$ cat src/hdl/vector_distance_metric_unit_defines.svh
// assertion helpers shared by the vector distance metric unit
// each expects clk and rst to be visible in the module that uses it
`ifndef VECTOR_DISTANCE_METRIC_UNIT_DEFINES_SVH
`define VECTOR_DISTANCE_METRIC_UNIT_DEFINES_SVH

// same-cycle implication
`define VDM_ASSERT_IMP(name, cond, prop, msg) \
  name: assert property (@(posedge clk) disable iff (rst) (cond) |-> (prop)) \
    else $error(msg);

// next-cycle implication
`define VDM_ASSERT_NXT(name, cond, prop, msg) \
  name: assert property (@(posedge clk) disable iff (rst) (cond) |=> (prop)) \
    else $error(msg);

`endif

$ cat src/hdl/vdm_pkg.sv
package vdm_pkg;

  // element and accumulator widths
  localparam int ELEM_W   = 8;
  localparam int DTERM_W  = 2 * ELEM_W + 1;
  localparam int PTERM_W  = 2 * ELEM_W;
  localparam int NTERM_W  = 2 * ELEM_W - 1;
  localparam int DIFF_W   = 29;
  localparam int DOT_W    = 28;
  localparam int NORM_W   = 27;
  localparam int PROD_W   = 2 * NORM_W;
  localparam int NPROD_W  = 53;

  // stream word widths
  localparam int S_DATA_W = 2 * ELEM_W;
  localparam int M_BITS   = DIFF_W + DOT_W + NPROD_W;
  localparam int M_DATA_W = ((M_BITS + 7) / 8) * 8;

  // defaults for the top-level parameters
  localparam int VDM_MAX_LEN     = 4096;
  localparam int VDM_QUEUE_DEPTH = 4;

  // one classified element pair, ready to accumulate
  typedef struct packed {
    logic [DTERM_W-1:0]        diff_term;
    logic signed [PTERM_W-1:0] dot_term;
    logic [NTERM_W-1:0]        na_term;
    logic [NTERM_W-1:0]        nb_term;
    logic                      last;
  } vdm_term_t;

endpackage

$ cat src/hdl/vdm_front.sv
module vdm_front (
  input  logic                         metric_mode,
  input  logic                         s_tvalid,
  output logic                         s_tready,
  input  logic [vdm_pkg::S_DATA_W-1:0] s_tdata,
  input  logic                         s_tlast,
  input  logic                         q_full,
  output logic                         push,
  output vdm_pkg::vdm_term_t           push_item
);
  import vdm_pkg::*;

  logic signed [ELEM_W-1:0]     a;
  logic signed [ELEM_W-1:0]     b;
  logic signed [ELEM_W:0]       d;
  logic signed [ELEM_W:0]       d_abs;
  logic signed [2*ELEM_W+1:0]   d_sq;
  logic signed [PTERM_W-1:0]    p_ab;
  logic signed [PTERM_W-1:0]    p_aa;
  logic signed [PTERM_W-1:0]    p_bb;

  // split the word into the two elements
  assign a = s_tdata[ELEM_W-1:0];
  assign b = s_tdata[2*ELEM_W-1:ELEM_W];

  // per-pair terms
  assign d     = {a[ELEM_W-1], a} - {b[ELEM_W-1], b};
  assign d_abs = d[ELEM_W] ? -d : d;
  assign d_sq  = d * d;
  assign p_ab  = a * b;
  assign p_aa  = a * a;
  assign p_bb  = b * b;

  // accept whenever the queue has room
  assign s_tready = !q_full;
  assign push     = s_tvalid && !q_full;

  // classify by metric mode at acceptance
  always_comb begin
    if (metric_mode) begin
      push_item.diff_term = DTERM_W'(d_abs[ELEM_W-1:0]);
    end else begin
      push_item.diff_term = d_sq[DTERM_W-1:0];
    end
    push_item.dot_term = p_ab;
    push_item.na_term  = p_aa[NTERM_W-1:0];
    push_item.nb_term  = p_bb[NTERM_W-1:0];
    push_item.last     = s_tlast;
  end

endmodule

$ cat src/hdl/vdm_queue.sv
module vdm_queue #(
  parameter int DEPTH = vdm_pkg::VDM_QUEUE_DEPTH
) (
  input  logic               clk,
  input  logic               rst,
  input  logic               push,
  input  vdm_pkg::vdm_term_t push_item,
  output logic               full,
  output logic               q_valid,
  output vdm_pkg::vdm_term_t q_item,
  input  logic               pop
);
  import vdm_pkg::*;

  localparam int AW = (DEPTH > 1) ? $clog2(DEPTH) : 1;
  localparam int CW = $clog2(DEPTH + 1);

  vdm_term_t       slots [DEPTH];
  logic [AW-1:0]   wr_ptr;
  logic [AW-1:0]   rd_ptr;
  logic [CW-1:0]   count;

  assign full    = (count == CW'(DEPTH));
  assign q_valid = (count != '0);
  assign q_item  = slots[rd_ptr];

  // slot storage
  always_ff @(posedge clk) begin
    if (push) begin
      slots[wr_ptr] <= push_item;
    end
  end

  // pointers and fill count
  always_ff @(posedge clk) begin
    if (rst) begin
      wr_ptr <= '0;
      rd_ptr <= '0;
      count  <= '0;
    end else begin
      if (push) begin
        wr_ptr <= (wr_ptr == AW'(DEPTH - 1)) ? '0 : wr_ptr + 1'b1;
      end
      if (pop) begin
        rd_ptr <= (rd_ptr == AW'(DEPTH - 1)) ? '0 : rd_ptr + 1'b1;
      end
      if (push && !pop) begin
        count <= count + 1'b1;
      end else if (pop && !push) begin
        count <= count - 1'b1;
      end
    end
  end

endmodule

$ cat src/hdl/vdm_back.sv
`include "vector_distance_metric_unit_defines.svh"

module vdm_back #(
  parameter int MAX_LEN = vdm_pkg::VDM_MAX_LEN
) (
  input  logic                         clk,
  input  logic                         rst,
  input  logic                         q_valid,
  input  vdm_pkg::vdm_term_t           q_item,
  output logic                         pop,
  output logic                         m_tvalid,
  input  logic                         m_tready,
  output logic [vdm_pkg::M_DATA_W-1:0] m_tdata,
  output logic                         m_tuser
);
  import vdm_pkg::*;

  localparam int CNT_W = $clog2(MAX_LEN + 1);

  // running sums
  logic [DIFF_W-1:0]        diff_sum;
  logic signed [DOT_W-1:0]  dot_sum;
  logic [NORM_W-1:0]        na_sum;
  logic [NORM_W-1:0]        nb_sum;
  logic [CNT_W-1:0]         count;
  logic                     overflow_seen;

  logic [DIFF_W-1:0]        diff_sum_next;
  logic signed [DOT_W-1:0]  dot_sum_next;
  logic [NORM_W-1:0]        na_sum_next;
  logic [NORM_W-1:0]        nb_sum_next;
  logic [CNT_W-1:0]         count_next;
  logic                     overflow_next;

  logic [DIFF_W:0]          diff_wide;
  logic signed [DOT_W:0]    dot_wide;
  logic [NORM_W:0]          na_wide;
  logic [NORM_W:0]          nb_wide;

  // finished sums waiting for the multiplier
  logic                     fin_valid;
  logic [DIFF_W-1:0]        fin_diff;
  logic [DOT_W-1:0]         fin_dot;
  logic [NORM_W-1:0]        fin_na;
  logic [NORM_W-1:0]        fin_nb;
  logic                     fin_too_long;
  logic                     fin_ready;

  // output register
  logic                     out_valid;
  logic [DIFF_W-1:0]        out_diff;
  logic [DOT_W-1:0]         out_dot;
  logic [PROD_W-1:0]        out_prod;
  logic                     out_too_long;
  logic                     out_ready;
  logic [NPROD_W-1:0]       norm_sat;

  assign out_ready = !out_valid || m_tready;
  assign fin_ready = !fin_valid || out_ready;

  // a closing pair needs room in the finish stage
  assign pop = q_valid && (!q_item.last || fin_ready);

  // saturating accumulation of one pair
  always_comb begin
    diff_wide = {1'b0, diff_sum} + (DIFF_W + 1)'(q_item.diff_term);
    diff_sum_next = diff_wide[DIFF_W] ? '1 : diff_wide[DIFF_W-1:0];

    dot_wide = {dot_sum[DOT_W-1], dot_sum}
             + {{(DOT_W + 1 - PTERM_W){q_item.dot_term[PTERM_W-1]}}, q_item.dot_term};
    if (dot_wide[DOT_W] != dot_wide[DOT_W-1]) begin
      dot_sum_next = dot_wide[DOT_W] ? {1'b1, {(DOT_W-1){1'b0}}}
                                     : {1'b0, {(DOT_W-1){1'b1}}};
    end else begin
      dot_sum_next = dot_wide[DOT_W-1:0];
    end

    na_wide = {1'b0, na_sum} + (NORM_W + 1)'(q_item.na_term);
    na_sum_next = na_wide[NORM_W] ? '1 : na_wide[NORM_W-1:0];
    nb_wide = {1'b0, nb_sum} + (NORM_W + 1)'(q_item.nb_term);
    nb_sum_next = nb_wide[NORM_W] ? '1 : nb_wide[NORM_W-1:0];

    // length check, count saturates at the limit
    if (count == CNT_W'(MAX_LEN)) begin
      count_next    = count;
      overflow_next = 1'b1;
    end else begin
      count_next    = count + 1'b1;
      overflow_next = overflow_seen;
    end
  end

  // accumulator update, cleared after a closing pair
  always_ff @(posedge clk) begin
    if (rst) begin
      diff_sum      <= '0;
      dot_sum       <= '0;
      na_sum        <= '0;
      nb_sum        <= '0;
      count         <= '0;
      overflow_seen <= 1'b0;
    end else if (pop) begin
      if (q_item.last) begin
        diff_sum      <= '0;
        dot_sum       <= '0;
        na_sum        <= '0;
        nb_sum        <= '0;
        count         <= '0;
        overflow_seen <= 1'b0;
      end else begin
        diff_sum      <= diff_sum_next;
        dot_sum       <= dot_sum_next;
        na_sum        <= na_sum_next;
        nb_sum        <= nb_sum_next;
        count         <= count_next;
        overflow_seen <= overflow_next;
      end
    end
  end

  // finish stage valid
  always_ff @(posedge clk) begin
    if (rst) begin
      fin_valid <= 1'b0;
    end else if (fin_ready) begin
      fin_valid <= pop && q_item.last;
    end
  end

  // finish stage payload
  always_ff @(posedge clk) begin
    if (fin_ready && pop && q_item.last) begin
      fin_diff     <= diff_sum_next;
      fin_dot      <= dot_sum_next;
      fin_na       <= na_sum_next;
      fin_nb       <= nb_sum_next;
      fin_too_long <= overflow_next;
    end
  end

  // output valid
  always_ff @(posedge clk) begin
    if (rst) begin
      out_valid <= 1'b0;
    end else if (out_ready) begin
      out_valid <= fin_valid;
    end
  end

  // norm product and output payload
  always_ff @(posedge clk) begin
    if (out_ready && fin_valid) begin
      out_diff     <= fin_diff;
      out_dot      <= fin_dot;
      out_prod     <= fin_na * fin_nb;
      out_too_long <= fin_too_long;
    end
  end

  // clamp the product to the result width
  assign norm_sat = (|out_prod[PROD_W-1:NPROD_W]) ? '1 : out_prod[NPROD_W-1:0];

  assign m_tvalid = out_valid;
  assign m_tdata  = M_DATA_W'({norm_sat, out_dot, out_diff});
  assign m_tuser  = out_too_long;

  `VDM_ASSERT_NXT(a_clear_after_last, pop && q_item.last, (diff_sum == '0) && (count == '0) && !overflow_seen, "sums not cleared after closing pair")
  `VDM_ASSERT_IMP(a_overflow_at_limit, overflow_seen, count == CNT_W'(MAX_LEN), "overflow flagged below the length limit")
  `VDM_ASSERT_IMP(a_out_from_fin, $rose(out_valid), $past(fin_valid), "result appeared without finished sums")

endmodule

$ cat src/hdl/vector_distance_metric_unit.sv
// channel  dir  handshake          payload
// s        in   s_tvalid/s_tready  s_tdata: elem_a, elem_b; s_tlast: last
// m        out  m_tvalid/m_tready  m_tdata: distance, dot_product, norm_product
//                                  m_tuser: too_long
// cfg      in   cfg_wr_en          cfg_wr_data: metric_mode
//
// one element pair is taken per cycle while the term queue has room
// a result leaves after its closing pair passes queue read and
// accumulate, finish stage, then the norm multiplier into the output register
// rst is synchronous and clears the sums, the queue and metric_mode
// a stalled output holds the result; pairs keep flowing until the queue fills
// behind a closing pair that cannot enter the finish stage
module vector_distance_metric_unit #(
  parameter int MAX_LEN     = vdm_pkg::VDM_MAX_LEN,
  parameter int QUEUE_DEPTH = vdm_pkg::VDM_QUEUE_DEPTH
) (
  input  logic                         clk,
  input  logic                         rst,
  input  logic                         cfg_wr_en,
  input  logic                         cfg_wr_data,  // metric_mode
  input  logic                         s_tvalid,
  output logic                         s_tready,
  input  logic [vdm_pkg::S_DATA_W-1:0] s_tdata,      // elem_a, elem_b
  input  logic                         s_tlast,
  output logic                         m_tvalid,
  input  logic                         m_tready,
  output logic [vdm_pkg::M_DATA_W-1:0] m_tdata,      // distance, dot_product, norm_product
  output logic                         m_tuser       // too_long
);
  import vdm_pkg::*;

  logic      metric_mode;
  logic      q_full;
  logic      push;
  vdm_term_t push_item;
  logic      q_valid;
  vdm_term_t q_item;
  logic      pop;

  // mode register
  always_ff @(posedge clk) begin
    if (rst) begin
      metric_mode <= 1'b0;
    end else if (cfg_wr_en) begin
      metric_mode <= cfg_wr_data;
    end
  end

  vdm_front u_front (
    .metric_mode (metric_mode),
    .s_tvalid    (s_tvalid),
    .s_tready    (s_tready),
    .s_tdata     (s_tdata),
    .s_tlast     (s_tlast),
    .q_full      (q_full),
    .push        (push),
    .push_item   (push_item)
  );

  vdm_queue #(
    .DEPTH (QUEUE_DEPTH)
  ) u_queue (
    .clk       (clk),
    .rst       (rst),
    .push      (push),
    .push_item (push_item),
    .full      (q_full),
    .q_valid   (q_valid),
    .q_item    (q_item),
    .pop       (pop)
  );

  vdm_back #(
    .MAX_LEN (MAX_LEN)
  ) u_back (
    .clk      (clk),
    .rst      (rst),
    .q_valid  (q_valid),
    .q_item   (q_item),
    .pop      (pop),
    .m_tvalid (m_tvalid),
    .m_tready (m_tready),
    .m_tdata  (m_tdata),
    .m_tuser  (m_tuser)
  );

endmodule
$ cat config.mk
export PLATFORM = sky130hd
export DESIGN_NAME = vector_distance_metric_unit
export DESIGN_NICKNAME = d
export VERILOG_FILES = /design/src/hdl/vdm_pkg.sv /design/src/hdl/vdm_front.sv /design/src/hdl/vdm_queue.sv /design/src/hdl/vdm_back.sv /design/src/hdl/vector_distance_metric_unit.sv
export VERILOG_INCLUDE_DIRS = /design/src /design/src/hdl
export SDC_FILE = /design/constraint.sdc
export NUM_CORES = 2
export LEC_CHECK = 0
export ABC_CLOCK_PERIOD_IN_PS = 7800
export BUFFER_PORTS_ARGS = -buffer_cell sky130_fd_sc_hd__buf_2
export CAP_MARGIN = 10
export CELL_PAD_IN_SITES_DETAIL_PLACEMENT = 0
export CELL_PAD_IN_SITES_GLOBAL_PLACEMENT = 1
export CORE_MARGIN = 3
export CORE_UTILIZATION = 47
export CTS_CLUSTER_DIAMETER = 150
export DETAILED_ROUTE_END_ITERATION = 8
export GPL_TIMING_DRIVEN = 0
export MAX_ROUTING_LAYER = met4
export PLACE_DENSITY_LB_ADDON = 0.1
export SETUP_SLACK_MARGIN = 0.5
export SYNTH_ARGS = -nofsm -noshare
export SYNTH_HDL_FRONTEND = slang
export SYNTH_SLANG_ARGS = --single-unit
$ cat constraint.sdc
create_clock -name clk -period 7.8 [get_ports clk]
set_clock_uncertainty 0.15 [all_clocks]
set_input_delay 0.78 -clock clk [delete_from_list [all_inputs] [get_ports clk]]
set_output_delay 0.78 -clock clk [all_outputs]
set_load 0.05 [all_outputs]
======== Yosys cells after proc, flatten, opt, wreduce, memory -nomap -nowiden ========
Memories as Yosys holds them, arrays and structs flattened. A register that Yosys moved wholly into a read port is not among the register bits.
Index checks and enable logic that the tools add are counted.
storage, ports and cells
  register bits ........................... 359
  bits in writable memories ............... 256
  bits of input ports ..................... 23
  output and inout port bits .............. 115
  memories kept ........................... 1
operators by class
  add/subtract/negate cells ............... 11
  multipliers ............................. 5
  equality and inequality tests ........... 6
  muxes and demuxes ....................... 24
  reduce and logical (&&, ||, !) cells .... 20
memory list
  memory         words  width  read ports  clocked after memory_dff  wr ports  RTL line         text
  u_queue.slots  4      64     1           1                         1         vdm_queue.sv:18  vdm_term_t slots [DEPTH];
operators with widths
  operator               number
  $mux 27                4
  $mux 28                3
  $mux 29                2
  $add 27x15->28         2
  $mul 27x27->54         1
  $mux 53                1
  $add 29x17->30         1
  $mul 8x8->15           2
  $add 28x16->29         1
  $mux 13                2
  $mul 9x9->17           1
  $mux 17                1
  $mul 8x8->16           1
  $add 13x1->13 const B  1
  $eq 13x13->1 const B   1
  $sub 8x8->9            1
  $logic_and 1x1->1      8
  $mux 2                 4
  $mux 8                 1
  $neg 8->8              1
  $logic_not 1->1        6
  $mux 3                 2
  $add 2x1->2 const B    2
  $eq 2x2->1 const B     2
  10 further kinds       15

======== Depth between registers and ports, before layout ========
  depth in word-level cells ............... 8
  gate-level depth with buffers ........... 32
  depth with buffers taken out ............ 30

======== By module ========
A second synthesis with hierarchy kept.
second synthesis, totals
  cells, all modules ...................... 5768
  area, all modules ....................... 59681.0 sq um
by module, submodules not included
  module                       times used  cells each  area an instance (sq um)
  vdm_back                     1           4294        40490.1
  vdm_queue                    1           378         9751.9
  vdm_front                    1           1093        9405.3
  vector_distance_metric_unit  1           3           33.8

======== Least setup slack after synthesis ========
Ideal clock, no wire load.
  path type ............................... input to register
  from .................................... input s_tdata[0] (netlist bit)
  to ...................................... memory u_queue.slots[0][62] (netlist bit), data pin
  data arrival time ....................... 7.568 ns
  required time ........................... 7.373 ns
  setup slack ............................. -0.195 ns
  cell stages on the path ................. 32
  buffers on the path ..................... 2
  path through ............................ inv_1 clkbuf_1 ha_1 inv_1 fa_1 a21o_1 a21oi_1 o21bai_1 a21oi_1 nor2b_1 o31ai_2 inv_2 clkbuf_1 nor2_1 fa_1 fa_1 inv_1 fa_1 inv_1 fa_1 inv_1 fa_1 inv_1 ha_1 a21oi_1 o21bai_1 a21oi_1 o21bai_1 a21oi_1 o21ai_0 xnor2_1 nor2_1
RTL lines
  item                RTL line                           text
  start: declaration  vector_distance_metric_unit.sv:23  input logic [vdm_pkg::S_DATA_W-1:0] s_tdata,
  end: declaration    vdm_queue.sv:18

======== Worst setup path after layout ========
  from .................................... register u_back.fin_na[14]
  to ...................................... register u_back.out_prod[53], data pin
between the ends
  cells in the longest elaborated chain, start to end .. 1
ends and longest elaborated chain
  item                      RTL line         text
  start: declaration        vdm_back.sv:44   logic [NORM_W-1:0] fin_na;
  start signal: assignment  vdm_back.sv:135  fin_na <= na_sum_next;
  $mul 27x27->54            vdm_back.sv:155  out_prod <= fin_na * fin_nb;
  end signal: assignment    vdm_back.sv:155
  end: declaration          vdm_back.sv:53   logic [PROD_W-1:0] out_prod;
No other way between the ends.
A chain may end at the register's enable or synchronous reset.

==> impl_metrics.toml <==
[floorplanning]
core_mm2 = 0.124
ioPinCount = 138
die_h_um = 360
die-area_mm2 = 0.130
row_count = 129
start_util_pct = 47.5
die_x_um = 360

[yosys]
syn_avg_cell_area_um2 = 10.4
yosys.area.top_type = "fa_1"
syn_area_mm2 = 0.0589
synth_cell_types = 105
synth-warning-count = 0
synth_top_area_share_pct = 28.0
yosysSeqAreaShare_pct = 28.7
ys_ff_latch = 609
synthFlopType = "edfxtp_1"
syn_inst = 5661
async_flop_share_pct = 0
synth_area_leaders = "fa_1 28%, edfxtp_1 24%, ha_1 8.6%"
synth_edf_count = 472

[placement]
portBuffers = 134
place_inst = 7442
place_ws_ps = -1140
gp_congestion = 0.966
dp_hpwl_um = 133000
dpl_cell_area_mm2 = 0.0620

[drt]
viasPerCell = 5.31
wl_um = 170000
drt-wirelength-per-cell_um = 22.0
drtIter0Drc = 2753
first_pass_iters = 5
num_vias = 41000
drcViolationCount = 0
ant_nets = 0

[layout]
drive_above_1_share_pct = 14.8
layout_common_cells = "1026 x inv_1, 794 x fa_1, 668 x nand2_1"
syn2layout_area_growth_pct = 14.7
insertedDiodeCount = 0
layout.nets = 7283
final_cell_area_mm2 = 0.0676
nFillCells = 11200
final_common_cell = "inv_1"
fin_cells = 7724

[clock_network]
cts.clk_slew.worst_paths_ps = 60
htree_levels = 3
clk_latency_ps = 670
cts_buffer_depth = 3
cts_sinks = 609
cts_made_buffers = 71
cts.root.buffer_cell = "clkbuf_16"
cts_tree = "done"
cts_hold_buf = 0

[critical_path]
cp_data_required_time_ps = 8070
crit_top_cell = "fa_1"
worstSetupPathType = "flip-flop to flip-flop"
critical-path-top-delay-family = "adder cells"
arrival_ps = 7590
cp_slowest_stage_delay_ps = 630
worst-path-buf-inv = 6
crit_fanout = 10
startpoint_type = "flip-flop"
slowest_stage = "fa_2"
critPathCaptureType = "flip-flop"
cp_cell_sequence = "clkbuf_4 -> and2_1 -> fa_1 -> inv_1 -> fa_1 -> inv_1 -> fa_1 -> fa_2 -> fa_1 -> fa_1 -> inv_1 -> fa_1 -> inv_1 -> ha_1 -> buf_2 -> a21o_1 -> a21o_1 -> a21o_1 -> or2_4 -> o2111ai_4 -> nand3b_1 -> a31oi_2 -> xnor2_1"

[timing]
rsz0062_at_grt = "true"
layout_setup_ws_ps = 476
worstMarginPinSlew_ps = 1140
hold_violations = 0
slew_headroom_pct = 23.8
min_period_ps = 7320
fmax_mhz = 137
post-route-period-util_pct = 93.9
setup_tns_ps = 0
setup_violations = 0
maxSlewViolCount = 0

[global_route]
grt_pass1_wl_um = 261000
grt_max_degree = 65
overflow = 0
grt_pass1_vias = 42400
grt_antenna_before_repair = 3
gr-usage-all-layers_pct = 27.4

[run]
drv_cap = 0

[worst_hold_path]
hp-class = "input pin to flip-flop"

[outcome]
status = "complete, no violations"
## area by class of cell
| type | count | area, um2 | area share [%] |
|---|---|---|---|
| flip-flops and latches | 609 | 16900 | 25.0 |
| multi-input cells | 3750 | 37800 | 55.9 |
| clock buffers | 83 | 1830 | 2.71 |
| well taps | 1637 | 2050 | 3.03 |
| inverters | 1058 | 3980 | 5.89 |
| plain buffers | 245 | 2210 | 3.27 |
| clock inverters | 48 | 678 | 1.00 |
| repair buffers | 294 | 2170 | 3.21 |
## metal layers
metal | up-vias | GRT usage (%) | wire length, um
met5 | - | - | 0
met4 | 0 | 8.72 | 6650
met3 | 269 | 3.46 | 8080
met2 | 1045 | 45.2 | 83000
met1 | 20800 | 35.4 | 72400
li1 | 18800 | - | -
## synthesized netlist by cell type (all sizes together) (8+ instances only)
cell type,n
a31oi,27
nor4,9
o311ai,10
ha,406
or2,68
and2,342
o211ai,35
nand3,59
edfxtp,472
mux4,62
o21bai,26
inv,1053
buf,34
mux2,9
nor2b,22
or3,17
a22o,59
a21o,79
clkbuf,211
o31ai,8
nand4,23
xor2,66
a21boi,11
a211oi,15
fa,825
nand2b,36
nor2,216
o21ai,125
nand2,678
xnor2,138
and3,43
nor3,35
dfxtp,137
a21oi,179
o21a,24
## kinds of logic (layout without fill, tap and decap cells)
| logic type | Yosys count | count (layout) | synth area share (%) |
|---|---|---|---|
| other | 1 | 2 | 0.00636 |
| adder cells (fa/ha/maj) | 1231 | 1231 | 36.6 |
| AND/OR/NAND/NOR | 1576 | 1576 | 12.9 |
| flip-flops | 609 | 609 | 28.7 |
| buffers and inverters | 1303 | 1728 | 8.39 |
| AO/OA/AOI/OAI | 659 | 659 | 7.61 |
| multiplexers | 78 | 78 | 2.67 |
| XOR/XNOR | 204 | 204 | 3.03 |
## repair_timing
action | in CTS | in global routing
gates resized for setup | 421 | 153
setup endpoints to repair | 67 | 37
buffers inserted | 115 | 36
pin swaps | 43 | 63
## sequential cells by signal, indices dropped and copies added, names as in the netlist, 2 cells and up, named ones only
name and cells:
u_queue.slots 248, u_back.out_prod 54, u_back.diff_sum 29, u_back.fin_diff 29, u_back.out_diff 29, u_back.dot_sum 28, u_back.fin_dot 28, u_back.out_dot 28
u_back.fin_na 27, u_back.fin_nb 27, u_back.na_sum 27, u_back.nb_sum 27, u_back.count 13, u_queue.count 3, u_queue.rd_ptr 2, u_queue.wr_ptr 2
## worst register-to-register path: cells and delay by family, from the launching register on
| kind | cells | cell delay, ps |
|---|---|---|
| adder cells (fa/ha/maj) | 8 | 3760 |
| AND/OR/NAND/NOR | 3 | 740 |
| buffers and inverters | 6 | 690 |
| XOR/XNOR | 1 | 80 |
| AO/OA/AOI/OAI | 5 | 1130 |
| flip-flops | 1 | 520 |
## through the flow
stage          hold WS [ps]  utilization, %
4_1_cts                 139            54.0
6_report                177            54.5
5_1_grt                 154            54.5
3_5_place_dp            255            49.9
2_1_floorplan           250               -
3_3_place_gp            253            49.7
## worst paths after layout
path                                           from             endpoint  slack [ps]  depth (start not counted)
worst max register to register    u_back.fin_na[14]  u_back.out_prod[53]         480                         23
worst min-delay path                        s_tlast  u_queue.slots[0][0]         180                          1
worst min register to register  u_back.fin_diff[13]  u_back.out_diff[13]         270                          0
worst max-delay path              u_back.fin_na[14]  u_back.out_prod[53]         480                         23
Power is left out: the tool's default activity adds up to more than one toggle a clock period on the data nets, which glitch-free logic cannot reach.
